File: config.mk
export PLATFORM = sky130hd
export DESIGN_NAME = id3v2_frame_walker_unit
export DESIGN_NICKNAME = d
export VERILOG_FILES = /design/src/hdl/id3w_pkg.sv /design/src/hdl/id3w_parser.sv /design/src/hdl/id3w_out_stage.sv /design/src/hdl/id3v2_frame_walker_unit.sv
export VERILOG_INCLUDE_DIRS = /design/src /design/src/hdl
export SDC_FILE = /design/constraint.sdc
export NUM_CORES = 1
export LEC_CHECK = 0
export BUFFER_PORTS_ARGS = -buffer_cell sky130_fd_sc_hd__clkbuf_2
export CORE_AREA = 2 2 241 124
export CTS_BUF_LIST = sky130_fd_sc_hd__clkbuf_8
export DETAILED_ROUTE_END_ITERATION = 6
export DIE_AREA = 0 0 243 126
export PLACE_DENSITY = 0.75
export REMOVE_ABC_BUFFERS = 1
export SYNTH_ARGS = -nofsm -noshare
export SYNTH_HDL_FRONTEND = slang
export SYNTH_SLANG_ARGS = --single-unit
File: constraint.sdc
create_clock -name i_clk -period 12.53 [get_ports i_clk]
set_clock_uncertainty 0.1 [all_clocks]
set_input_delay 1.253 -clock i_clk [delete_from_list [all_inputs] [get_ports i_clk]]
set_output_delay 1.253 -clock i_clk [all_outputs]
set_load 0.05 [all_outputs]
File: src/hdl/assert_macros.svh
// assertion helpers for the rtl files, used by the parser
`ifndef ASSERT_MACROS_SVH
`define ASSERT_MACROS_SVH

`ifndef SYNTHESIS

// expression holds at every clock edge outside reset
`define ASSERT_HOLDS(label, clk, rst_n, expr) \
    label: assert property (@(posedge clk) disable iff (!rst_n) (expr)) \
        else $error("assertion failed: expression does not hold");

// consequent holds in the same cycle as the antecedent
`define ASSERT_IMPLIES(label, clk, rst_n, ante, cons) \
    label: assert property (@(posedge clk) disable iff (!rst_n) (ante) |-> (cons)) \
        else $error("assertion failed: implication does not hold");

// consequent holds in the cycle after the antecedent
`define ASSERT_NEXT(label, clk, rst_n, ante, cons) \
    label: assert property (@(posedge clk) disable iff (!rst_n) (ante) |=> (cons)) \
        else $error("assertion failed: next-cycle implication does not hold");

`else

`define ASSERT_HOLDS(label, clk, rst_n, expr)
`define ASSERT_IMPLIES(label, clk, rst_n, ante, cons)
`define ASSERT_NEXT(label, clk, rst_n, ante, cons)

`endif

`endif

File: src/hdl/id3w_pkg.sv
`timescale 1ns / 1ps

package id3w_pkg;

    // walker phases
    typedef enum logic [2:0] {
        PH_HEADER,
        PH_FRAME_HDR,
        PH_PAYLOAD,
        PH_NOTAG,
        PH_DONE,
        PH_STOPPED
    } t_phase;

    // status reported with every byte
    typedef enum logic [1:0] {
        ST_WALKING,
        ST_NO_TAG,
        ST_FINISHED,
        ST_STOPPED
    } t_status;

    // frame kinds
    typedef enum logic [3:0] {
        KIND_NONE,
        KIND_ARTIST,
        KIND_TITLE,
        KIND_ALBUM,
        KIND_TRACK,
        KIND_YEAR,
        KIND_COMMENT,
        KIND_GENRE,
        KIND_PICTURE
    } t_kind;

    // one result per input byte
    typedef struct packed {
        t_kind       frame_kind;
        logic        text_valid;
        logic [6:0]  text_byte;
        logic        frame_end;
        logic        picture_mark;
        logic [28:0] byte_offset;
        logic [7:0]  major_version;
        t_status     parse_status;
    } t_result;

    localparam logic [28:0] OFFSET_MAX = 29'd268435465;

    // tag header
    localparam logic [7:0] SIG_I = 8'h49;
    localparam logic [7:0] SIG_D = 8'h44;
    localparam logic [7:0] SIG_3 = 8'h33;
    localparam logic [7:0] VER_2 = 8'd2;
    localparam logic [7:0] VER_4 = 8'd4;

    // frame header geometry
    localparam logic [3:0] HDR_SIZE_V2 = 4'd6;
    localparam logic [3:0] HDR_SIZE_V3 = 4'd10;
    localparam logic [3:0] ID_LEN_V2   = 4'd3;
    localparam logic [3:0] ID_LEN_V3   = 4'd4;
    localparam logic [3:0] LEN_END_V2  = 4'd6;
    localparam logic [3:0] LEN_END_V3  = 4'd8;
    localparam logic [3:0] PIC_OFF_V2  = 4'd6;
    localparam logic [3:0] PIC_OFF_V3  = 4'd13;
    localparam logic [3:0] CNT_SAT     = 4'd15;

    localparam logic [7:0] TEXT_LOW = 8'h20;

    // version 2 frame ids
    localparam logic [31:0] ID_TP1 = {8'h00, "TP1"};
    localparam logic [31:0] ID_TT2 = {8'h00, "TT2"};
    localparam logic [31:0] ID_TAL = {8'h00, "TAL"};
    localparam logic [31:0] ID_TRK = {8'h00, "TRK"};
    localparam logic [31:0] ID_TYE = {8'h00, "TYE"};
    localparam logic [31:0] ID_COM = {8'h00, "COM"};
    localparam logic [31:0] ID_TCO = {8'h00, "TCO"};
    localparam logic [31:0] ID_PIC = {8'h00, "PIC"};

    // version 3 and 4 frame ids
    localparam logic [31:0] ID_TPE1 = "TPE1";
    localparam logic [31:0] ID_TIT2 = "TIT2";
    localparam logic [31:0] ID_TALB = "TALB";
    localparam logic [31:0] ID_TRCK = "TRCK";
    localparam logic [31:0] ID_TYER = "TYER";
    localparam logic [31:0] ID_COMM = "COMM";
    localparam logic [31:0] ID_APIC = "APIC";

    // map a frame id to its kind
    function automatic t_kind kind_of(input logic [7:0] version, input logic [31:0] id);
        t_kind k;
        k = KIND_NONE;
        if (version == VER_2) begin
            unique case (id)
                ID_TP1:  k = KIND_ARTIST;
                ID_TT2:  k = KIND_TITLE;
                ID_TAL:  k = KIND_ALBUM;
                ID_TRK:  k = KIND_TRACK;
                ID_TYE:  k = KIND_YEAR;
                ID_COM:  k = KIND_COMMENT;
                ID_TCO:  k = KIND_GENRE;
                ID_PIC:  k = KIND_PICTURE;
                default: k = KIND_NONE;
            endcase
        end else begin
            unique case (id)
                ID_TPE1: k = KIND_ARTIST;
                ID_TIT2: k = KIND_TITLE;
                ID_TALB: k = KIND_ALBUM;
                ID_TRCK: k = KIND_TRACK;
                ID_TYER: k = KIND_YEAR;
                ID_COMM: k = KIND_COMMENT;
                ID_APIC: k = KIND_PICTURE;
                default: k = KIND_NONE;
            endcase
        end
        return k;
    endfunction

endpackage

File: src/hdl/id3w_parser.sv
`timescale 1ns / 1ps
`include "assert_macros.svh"

module id3w_parser
    import id3w_pkg::*;
(
    input  logic       i_clk,
    input  logic       i_rst_n,
    input  logic       i_accept,
    input  logic [7:0] i_data,
    input  logic       i_sof,
    output t_result    o_result
);

    t_phase      r_phase, n_phase, c_phase;
    logic [3:0]  r_field_count, n_field_count, c_field_count;
    logic [7:0]  r_tag_version, n_tag_version, c_tag_version;
    logic [27:0] r_tag_bytes_left, n_tag_bytes_left, c_tag_bytes_left;
    logic [31:0] r_frame_id, n_frame_id, c_frame_id;
    logic [31:0] r_frame_bytes_left, n_frame_bytes_left, c_frame_bytes_left;
    t_kind       r_kind, n_kind, c_kind;
    logic [28:0] r_position, n_position, c_position;

    logic [3:0]  hdr_size;
    logic [3:0]  id_len;
    logic [3:0]  len_end;
    logic [3:0]  pic_off;
    logic [3:0]  cnt_inc;
    logic [7:0]  sig_want;
    logic [27:0] tag_after_hdr;
    logic        at_boundary;

    // state registers, updated once per accepted byte
    always_ff @(posedge i_clk) begin
        if (!i_rst_n) begin
            r_phase            <= PH_HEADER;
            r_field_count      <= '0;
            r_tag_version      <= '0;
            r_tag_bytes_left   <= '0;
            r_frame_id         <= '0;
            r_frame_bytes_left <= '0;
            r_kind             <= KIND_NONE;
            r_position         <= '0;
        end else if (i_accept) begin
            r_phase            <= n_phase;
            r_field_count      <= n_field_count;
            r_tag_version      <= n_tag_version;
            r_tag_bytes_left   <= n_tag_bytes_left;
            r_frame_id         <= n_frame_id;
            r_frame_bytes_left <= n_frame_bytes_left;
            r_kind             <= n_kind;
            r_position         <= n_position;
        end
    end

    // next state and result for the byte on the input
    always_comb begin
        // start of file restarts the walk on this very byte
        if (i_sof) begin
            c_phase            = PH_HEADER;
            c_field_count      = '0;
            c_tag_version      = '0;
            c_tag_bytes_left   = '0;
            c_frame_id         = '0;
            c_frame_bytes_left = '0;
            c_kind             = KIND_NONE;
            c_position         = '0;
        end else begin
            c_phase            = r_phase;
            c_field_count      = r_field_count;
            c_tag_version      = r_tag_version;
            c_tag_bytes_left   = r_tag_bytes_left;
            c_frame_id         = r_frame_id;
            c_frame_bytes_left = r_frame_bytes_left;
            c_kind             = r_kind;
            c_position         = r_position;
        end

        n_phase            = c_phase;
        n_field_count      = c_field_count;
        n_tag_version      = c_tag_version;
        n_tag_bytes_left   = c_tag_bytes_left;
        n_frame_id         = c_frame_id;
        n_frame_bytes_left = c_frame_bytes_left;
        n_kind             = c_kind;

        // frame geometry for this version
        if (c_tag_version == VER_2) begin
            hdr_size = HDR_SIZE_V2;
            id_len   = ID_LEN_V2;
            len_end  = LEN_END_V2;
            pic_off  = PIC_OFF_V2;
        end else begin
            hdr_size = HDR_SIZE_V3;
            id_len   = ID_LEN_V3;
            len_end  = LEN_END_V3;
            pic_off  = PIC_OFF_V3;
        end

        priority if (c_position == 29'd0) begin
            sig_want = SIG_I;
        end else if (c_position == 29'd1) begin
            sig_want = SIG_D;
        end else begin
            sig_want = SIG_3;
        end

        cnt_inc       = c_field_count + 4'd1;
        tag_after_hdr = c_tag_bytes_left - {24'd0, hdr_size};
        at_boundary   = 1'b0;

        o_result              = '0;
        o_result.frame_kind   = KIND_NONE;
        o_result.byte_offset  = c_position;

        unique case (c_phase)
            // tag header: signature, version, flags, syncsafe size
            PH_HEADER: begin
                if (c_position < 29'd3) begin
                    if (i_data != sig_want) begin
                        n_phase = PH_NOTAG;
                    end
                end else if (c_position == 29'd3) begin
                    n_tag_version = i_data;
                    if (i_data < VER_2 || i_data > VER_4) begin
                        n_phase = PH_NOTAG;
                    end
                end else if (c_position >= 29'd6) begin
                    n_tag_bytes_left = {c_tag_bytes_left[20:0], i_data[6:0]};
                    if (c_position >= 29'd9) begin
                        at_boundary = 1'b1;
                    end
                end
            end

            // frame header: id, length, flags
            PH_FRAME_HDR: begin
                if (c_field_count < id_len) begin
                    if (c_field_count == 4'd0 && i_data == 8'd0) begin
                        n_phase = PH_STOPPED;
                    end else begin
                        n_frame_id = {c_frame_id[23:0], i_data};
                    end
                end else if (c_field_count < len_end) begin
                    if (c_tag_version == VER_4) begin
                        n_frame_bytes_left = {c_frame_bytes_left[24:0], i_data[6:0]};
                    end else begin
                        n_frame_bytes_left = {c_frame_bytes_left[23:0], i_data};
                    end
                end
                if (n_phase == PH_FRAME_HDR) begin
                    n_field_count = cnt_inc;
                    if (cnt_inc >= hdr_size) begin
                        n_tag_bytes_left = tag_after_hdr;
                        if (n_frame_bytes_left == 32'd0 ||
                            n_frame_bytes_left > {4'd0, tag_after_hdr}) begin
                            n_phase = PH_STOPPED;
                        end else begin
                            n_tag_bytes_left = tag_after_hdr - n_frame_bytes_left[27:0];
                            n_kind           = kind_of(c_tag_version, n_frame_id);
                            n_phase          = PH_PAYLOAD;
                            n_field_count    = '0;
                        end
                    end
                end
            end

            // payload: text bytes, picture mark, frame end
            PH_PAYLOAD: begin
                o_result.frame_kind = c_kind;
                if (c_kind >= KIND_ARTIST && c_kind <= KIND_GENRE &&
                    c_field_count != 4'd0 && i_data[7] == 1'b0 && i_data >= TEXT_LOW) begin
                    o_result.text_valid = 1'b1;
                    o_result.text_byte  = i_data[6:0];
                end
                if (c_kind == KIND_PICTURE && c_field_count == pic_off) begin
                    o_result.picture_mark = 1'b1;
                end
                if (c_field_count != CNT_SAT) begin
                    n_field_count = cnt_inc;
                end
                n_frame_bytes_left = c_frame_bytes_left - 32'd1;
                if (n_frame_bytes_left == 32'd0) begin
                    o_result.frame_end = 1'b1;
                    n_kind             = KIND_NONE;
                    at_boundary        = 1'b1;
                end
            end

            // walk over: bytes only move the offset
            default: begin
            end
        endcase

        // next frame, end of tag or short remainder
        if (at_boundary) begin
            if (n_tag_bytes_left == 28'd0) begin
                n_phase = PH_DONE;
            end else if (n_tag_bytes_left < {24'd0, hdr_size}) begin
                n_phase = PH_STOPPED;
            end else begin
                n_phase            = PH_FRAME_HDR;
                n_field_count      = '0;
                n_frame_id         = '0;
                n_frame_bytes_left = '0;
            end
        end

        // saturating file offset
        if (c_position < OFFSET_MAX) begin
            n_position = c_position + 29'd1;
        end else begin
            n_position = c_position;
        end

        o_result.major_version = n_tag_version;
        unique case (n_phase)
            PH_NOTAG:   o_result.parse_status = ST_NO_TAG;
            PH_DONE:    o_result.parse_status = ST_FINISHED;
            PH_STOPPED: o_result.parse_status = ST_STOPPED;
            default:    o_result.parse_status = ST_WALKING;
        endcase
    end

    // a frame in payload always has bytes left
    `ASSERT_IMPLIES(a_payload_nonempty, i_clk, i_rst_n, r_phase == PH_PAYLOAD, r_frame_bytes_left != 32'd0)

    // a frame header is only started with room for the whole header
    `ASSERT_IMPLIES(a_hdr_room, i_clk, i_rst_n, r_phase == PH_FRAME_HDR, r_tag_bytes_left >= ((r_tag_version == VER_2) ? {24'd0, HDR_SIZE_V2} : {24'd0, HDR_SIZE_V3}))

    // the offset counter never passes its ceiling
    `ASSERT_HOLDS(a_offset_sat, i_clk, i_rst_n, r_position <= OFFSET_MAX)

    // text bytes only come from text frames
    `ASSERT_IMPLIES(a_text_kind, i_clk, i_rst_n, i_accept && o_result.text_valid, o_result.frame_kind >= KIND_ARTIST && o_result.frame_kind <= KIND_GENRE)

    // a finished tag stays finished until the next start of file
    `ASSERT_NEXT(a_done_holds, i_clk, i_rst_n, r_phase == PH_DONE && !(i_accept && i_sof), r_phase == PH_DONE)

endmodule

File: src/hdl/id3w_out_stage.sv
`timescale 1ns / 1ps

module id3w_out_stage
    import id3w_pkg::*;
(
    input  logic    i_clk,
    input  logic    i_rst_n,
    input  logic    i_load,
    input  t_result i_result,
    input  logic    i_ready,
    output logic    o_load_ok,
    output logic    o_valid,
    output t_result o_result
);

    logic    r_valid;
    t_result r_result;

    // the register may take a new result when empty or being drained
    assign o_load_ok = !r_valid || i_ready;

    // valid flag
    always_ff @(posedge i_clk) begin
        if (!i_rst_n) begin
            r_valid <= 1'b0;
        end else if (o_load_ok) begin
            r_valid <= i_load;
        end
    end

    // result payload
    always_ff @(posedge i_clk) begin
        if (i_load && o_load_ok) begin
            r_result <= i_result;
        end
    end

    assign o_valid  = r_valid;
    assign o_result = r_result;

endmodule

File: src/hdl/id3v2_frame_walker_unit.sv
`timescale 1ns / 1ps
// channel   | direction | tdata                                       | tuser / tlast
// ----------+-----------+---------------------------------------------+------------------------------
// s_axis    | in        | [7:0] data_byte                             | tuser[0] start_of_file
// m_axis    | out       | [6:0] text_byte, [35:7] byte_offset,        | tuser [3:0] frame_kind,
//           |           | [43:36] major_version, [45:44] parse_status | [4] text_valid, [5] picture_mark;
//           |           |                                             | tlast frame_end
//
// one request per clock unless m_axis stalls; each byte is parsed in the cycle it is taken and its
// result appears on m_axis in the next cycle, from a single output register.
// s_axis is ready whenever that register is empty or being taken this cycle.
// synchronous active-low reset returns the walker to the tag header phase.
// a set start_of_file bit restarts the walk on that byte.

module id3v2_frame_walker_unit
    import id3w_pkg::*;
(
    input  logic        i_clk,
    input  logic        i_rst_n,
    input  logic        i_s_axis_tvalid,
    output logic        o_s_axis_tready,
    input  logic [7:0]  i_s_axis_tdata,    // [7:0] data_byte
    input  logic [0:0]  i_s_axis_tuser,    // [0] start_of_file
    output logic        o_m_axis_tvalid,
    input  logic        i_m_axis_tready,
    output logic [47:0] o_m_axis_tdata,    // text_byte, byte_offset, major_version, parse_status
    output logic [5:0]  o_m_axis_tuser,    // frame_kind, text_valid, picture_mark
    output logic        o_m_axis_tlast     // frame_end
);

    logic    accept;
    logic    load_ok;
    t_result step_result;
    t_result out_result;

    assign accept          = i_s_axis_tvalid && load_ok;
    assign o_s_axis_tready = load_ok;

    // byte parser
    id3w_parser u_parser (
        .i_clk    (i_clk),
        .i_rst_n  (i_rst_n),
        .i_accept (accept),
        .i_data   (i_s_axis_tdata),
        .i_sof    (i_s_axis_tuser[0]),
        .o_result (step_result)
    );

    // result register
    id3w_out_stage u_out_stage (
        .i_clk     (i_clk),
        .i_rst_n   (i_rst_n),
        .i_load    (accept),
        .i_result  (step_result),
        .i_ready   (i_m_axis_tready),
        .o_load_ok (load_ok),
        .o_valid   (o_m_axis_tvalid),
        .o_result  (out_result)
    );

    // pack the result onto the stream
    assign o_m_axis_tdata = {2'b00,
                             out_result.parse_status,
                             out_result.major_version,
                             out_result.byte_offset,
                             out_result.text_byte};
    assign o_m_axis_tuser = {out_result.picture_mark,
                             out_result.text_valid,
                             out_result.frame_kind};
    assign o_m_axis_tlast = out_result.frame_end;

endmodule
==> flow_summary.yaml <==
floorplanning:
  die_x_um: 243
  core_um2: 28500
  die_y_um: 126
  num_rows: 44
  start_util_pct: 57.4
  die-area_um2: 30600
  ios: 70
logic_synthesis:
  synth_top_area_share_pct: 17.3
  syn_inst: 2233
  synth-seq-area-share_pct: 27.0
  synth_edf_count: 53
  async_reset_ff_share_pct: 0
  syn_area_um2: 16400
  synthFlopType: "dfxtp_1"
  synth.distinct_cells: 94
  synth-seq-cells: 194
  syn_avg_cell_area_um2: 7.33
  ys_warn_count: 0
  synth_top_cell_by_area: "dfxtp_1"
  netlist_top_cells_area: "dfxtp_1 (17%), edfxtp_1 (9.7%), nand2_1 (5.9%), ha_1 (5.6%), nor2_1 (5.5%)"
clock_tree:
  cts_tree: "yes"
  cts-resized-gates: 0
  ctsHoldBuffers: 0
  htreeDepth: 4
  cts_buffers: 17
  numClockSinks: 194
  post_cts_buffers: 0
  cts_buffer_depth: 2
  clkLatencyLatePin_ns: 0.53
  path_clk_slew_ns: 0.13
  clock-root-buffer: "clkbuf_8"
critical_path:
  critPathRequiredTime_ns: 12.88
  path_max_fanout: 55
  cpPeakStageDelay_ns: 1.17
  critPathCaptureType: "flop"
  start_kind: "input pin"
  worstPathArrival_ns: 10.43
  slowest_stage: "nor4_2"
  critPathKind: "in -> reg"
global_routing:
  met2_usage_pct: 49.7
  grt_first_pass_wirelength_mm: 100
  grt_antenna_before_repair: 0
  use_met3_pct: 21.3
  grt_pass1_vias: 15600
  grt_use_met1_pct: 67.9
  busiest_layer: "met1"
  track_usage_pct: 43.1
  grt_overflow: 0
  grt_start_max_net_pins: 82
route:
  drtAntennaViolNets: 0
  post-route-drc-count: 34
  post_drt_via_cell_ratio: 7.11
  drt_wl_total_mm: 67.9
  wl_per_cell_um: 26.3
  drtPass1Iterations: 7
  dr_total_vias: 18300
  initialDrtViolationCount: 3493
timing:
  fin_crit_sh_pct: 80.4
  worst_slew_pin_slew_ns: 1.34
  report.final.setup_viol: 0
  maxSlewViolCount: 0
  fmax_mhz: 99.2
  setup_ws_ns: 2.45
  hold_violations: 0
  slew_headroom_pct: 9.77
  fin_setup_tns_ns: 0
  rsz0062_at_grt: "no"
  fin_crit_ns: 10.08
placement:
  placed_cell_area_um2: 16800
  place_inst: 2548
  pre_cts_slack_ns: 2.44
  numPortBuffers: 67
  dp_hpwl_mm: 50.0
  place_congestion: 1.09
power:
  power_frac_clock_pct: 27.1
  intPower_w: 0.00101
  power_w: 0.00177
  max-vdd-ir-drop_v: 0.0000803
  seqPwrFrac_pct: 39.4
  p_switching_w: 0.000757
  pwr-share-comb_pct: 33.5
  leakage_nw: 6.26
  power.density_nw_per_um2: 102
  switching_share_pct: 42.9
finish:
  fillers: 2679
  nets: 2264
  drive_gt1_share_pct: 9.91
  diodes: 0
  final_cell_mix: "nand2_1 (257), nor2_1 (238), o21ai_0 (153)"
  design_area_um2: 17300
  final_cell_count_no_fill: 2580
  area_growth_syn_to_layout_pct: 5.58
  layout_commonest_cell: "nand2_1"
run_status:
  run_status: "finished with violations"
  failed_checks: "DRC"
run:
  drv_cap: 0
min_path:
  hold_path_class: "reg -> reg"
==> power by group through the flow <==
stage               Sequential, W  Combinational, W  Clock (W)
global placement         0.000706          0.000548          0
floorplan                0.000727          0.000316          0
detailed placement       0.000706          0.000548          0
global route             0.000696          0.000613   0.000504
CTS                      0.000692          0.000550   0.000477
finish                   0.000695          0.000592   0.000479
==> final timing paths <==
check,cells after the start,from,to,slack (ns)
max,25,i_s_axis_tuser,u_parser.r_field_count[0],2.45
min,2,u_parser.r_tag_bytes_left[2],u_parser.r_tag_bytes_left[2],0.38
max reg2reg,24,u_parser.r_tag_version[7],u_parser.r_field_count[0],3.03
min reg2reg,2,u_parser.r_tag_bytes_left[2],u_parser.r_tag_bytes_left[2],0.38
==> routing by layer <==
metal  wire, µm  vias up
met5         85        -
met4       1280        2
met3      13400      109
met2      23100     1588
met1      29900     8596
li1           -     8047
==> metrics by stage <==
| stage | hold slack (ns) | utilization, % |
|---|---|---|
| floorplan | 0.332 | - |
| global placement | 0.343 | 59.0 |
| detailed placement | 0.365 | 59.0 |
| CTS | 0.385 | 60.6 |
| global route | 0.414 | 60.6 |
| finish | 0.380 | 60.6 |
==> registers in the layout, indices dropped and copies added (netlist names) <==
register and cells:
u_parser.r_position 29, u_parser.r_frame_bytes_left 32, u_parser.r_tag_bytes_left 28, u_out_stage.o_valid 1
u_parser.r_tag_version 8, u_parser.r_frame_id 32, u_parser.r_field_count 4, u_parser.r_phase 3
u_out_stage.o_result 53, u_parser.r_kind 4
==> cell type report <==
cell class,count,area (µm²),share of cell area (%)
Multi-Input combinational cell,1758,10900,62.9
Tap cell,391,489,2.83
Inverter,92,350,2.03
Sequential cell,194,4410,25.6
Clock inverter,15,214,1.24
Timing Repair Buffer,113,699,4.05
Clock buffer,17,234,1.35
==> synth_stat cells, drive strengths merged (11+ instances only) <==
cell    instances
or3            17
or2            13
and2           16
a21o           14
a31oi          40
o21ai         158
nor2b          53
ha             73
nand4          32
o22ai          17
nand3b         11
xnor2          35
mux2i          25
and3           19
buf            40
nor3b          16
nand2         258
or4            15
o31ai          17
a22oi          48
nor3          116
xor2           21
nor4           54
a311oi         23
o211ai         20
a211oi         23
a21oi         143
o21a           12
inv            90
nor2          239
dfxtp         141
edfxtp         53
nand3          67
clkbuf        150
==> logic make-up after synthesis <==
kind of cell               synth area share, %
buffers and inverters                     6.88
adders and majority gates                 5.83
xor gates and xnor gates                  3.00
and+or+nand+nor                           29.8
muxes                                     2.15
AOI/OAI and AO/OA                         25.4
DFF                                       27.0
other                                   0.0229
==> worst max-delay path: cells and delay by family <==
kind / cells / cell delay (ns)
fa+ha+maj: 2 / 0.99
compound gates: 8 / 2.43
simple gates: 11 / 4.78
buf+inv: 4 / 0.87
Power figures use the tool's default switching activity.
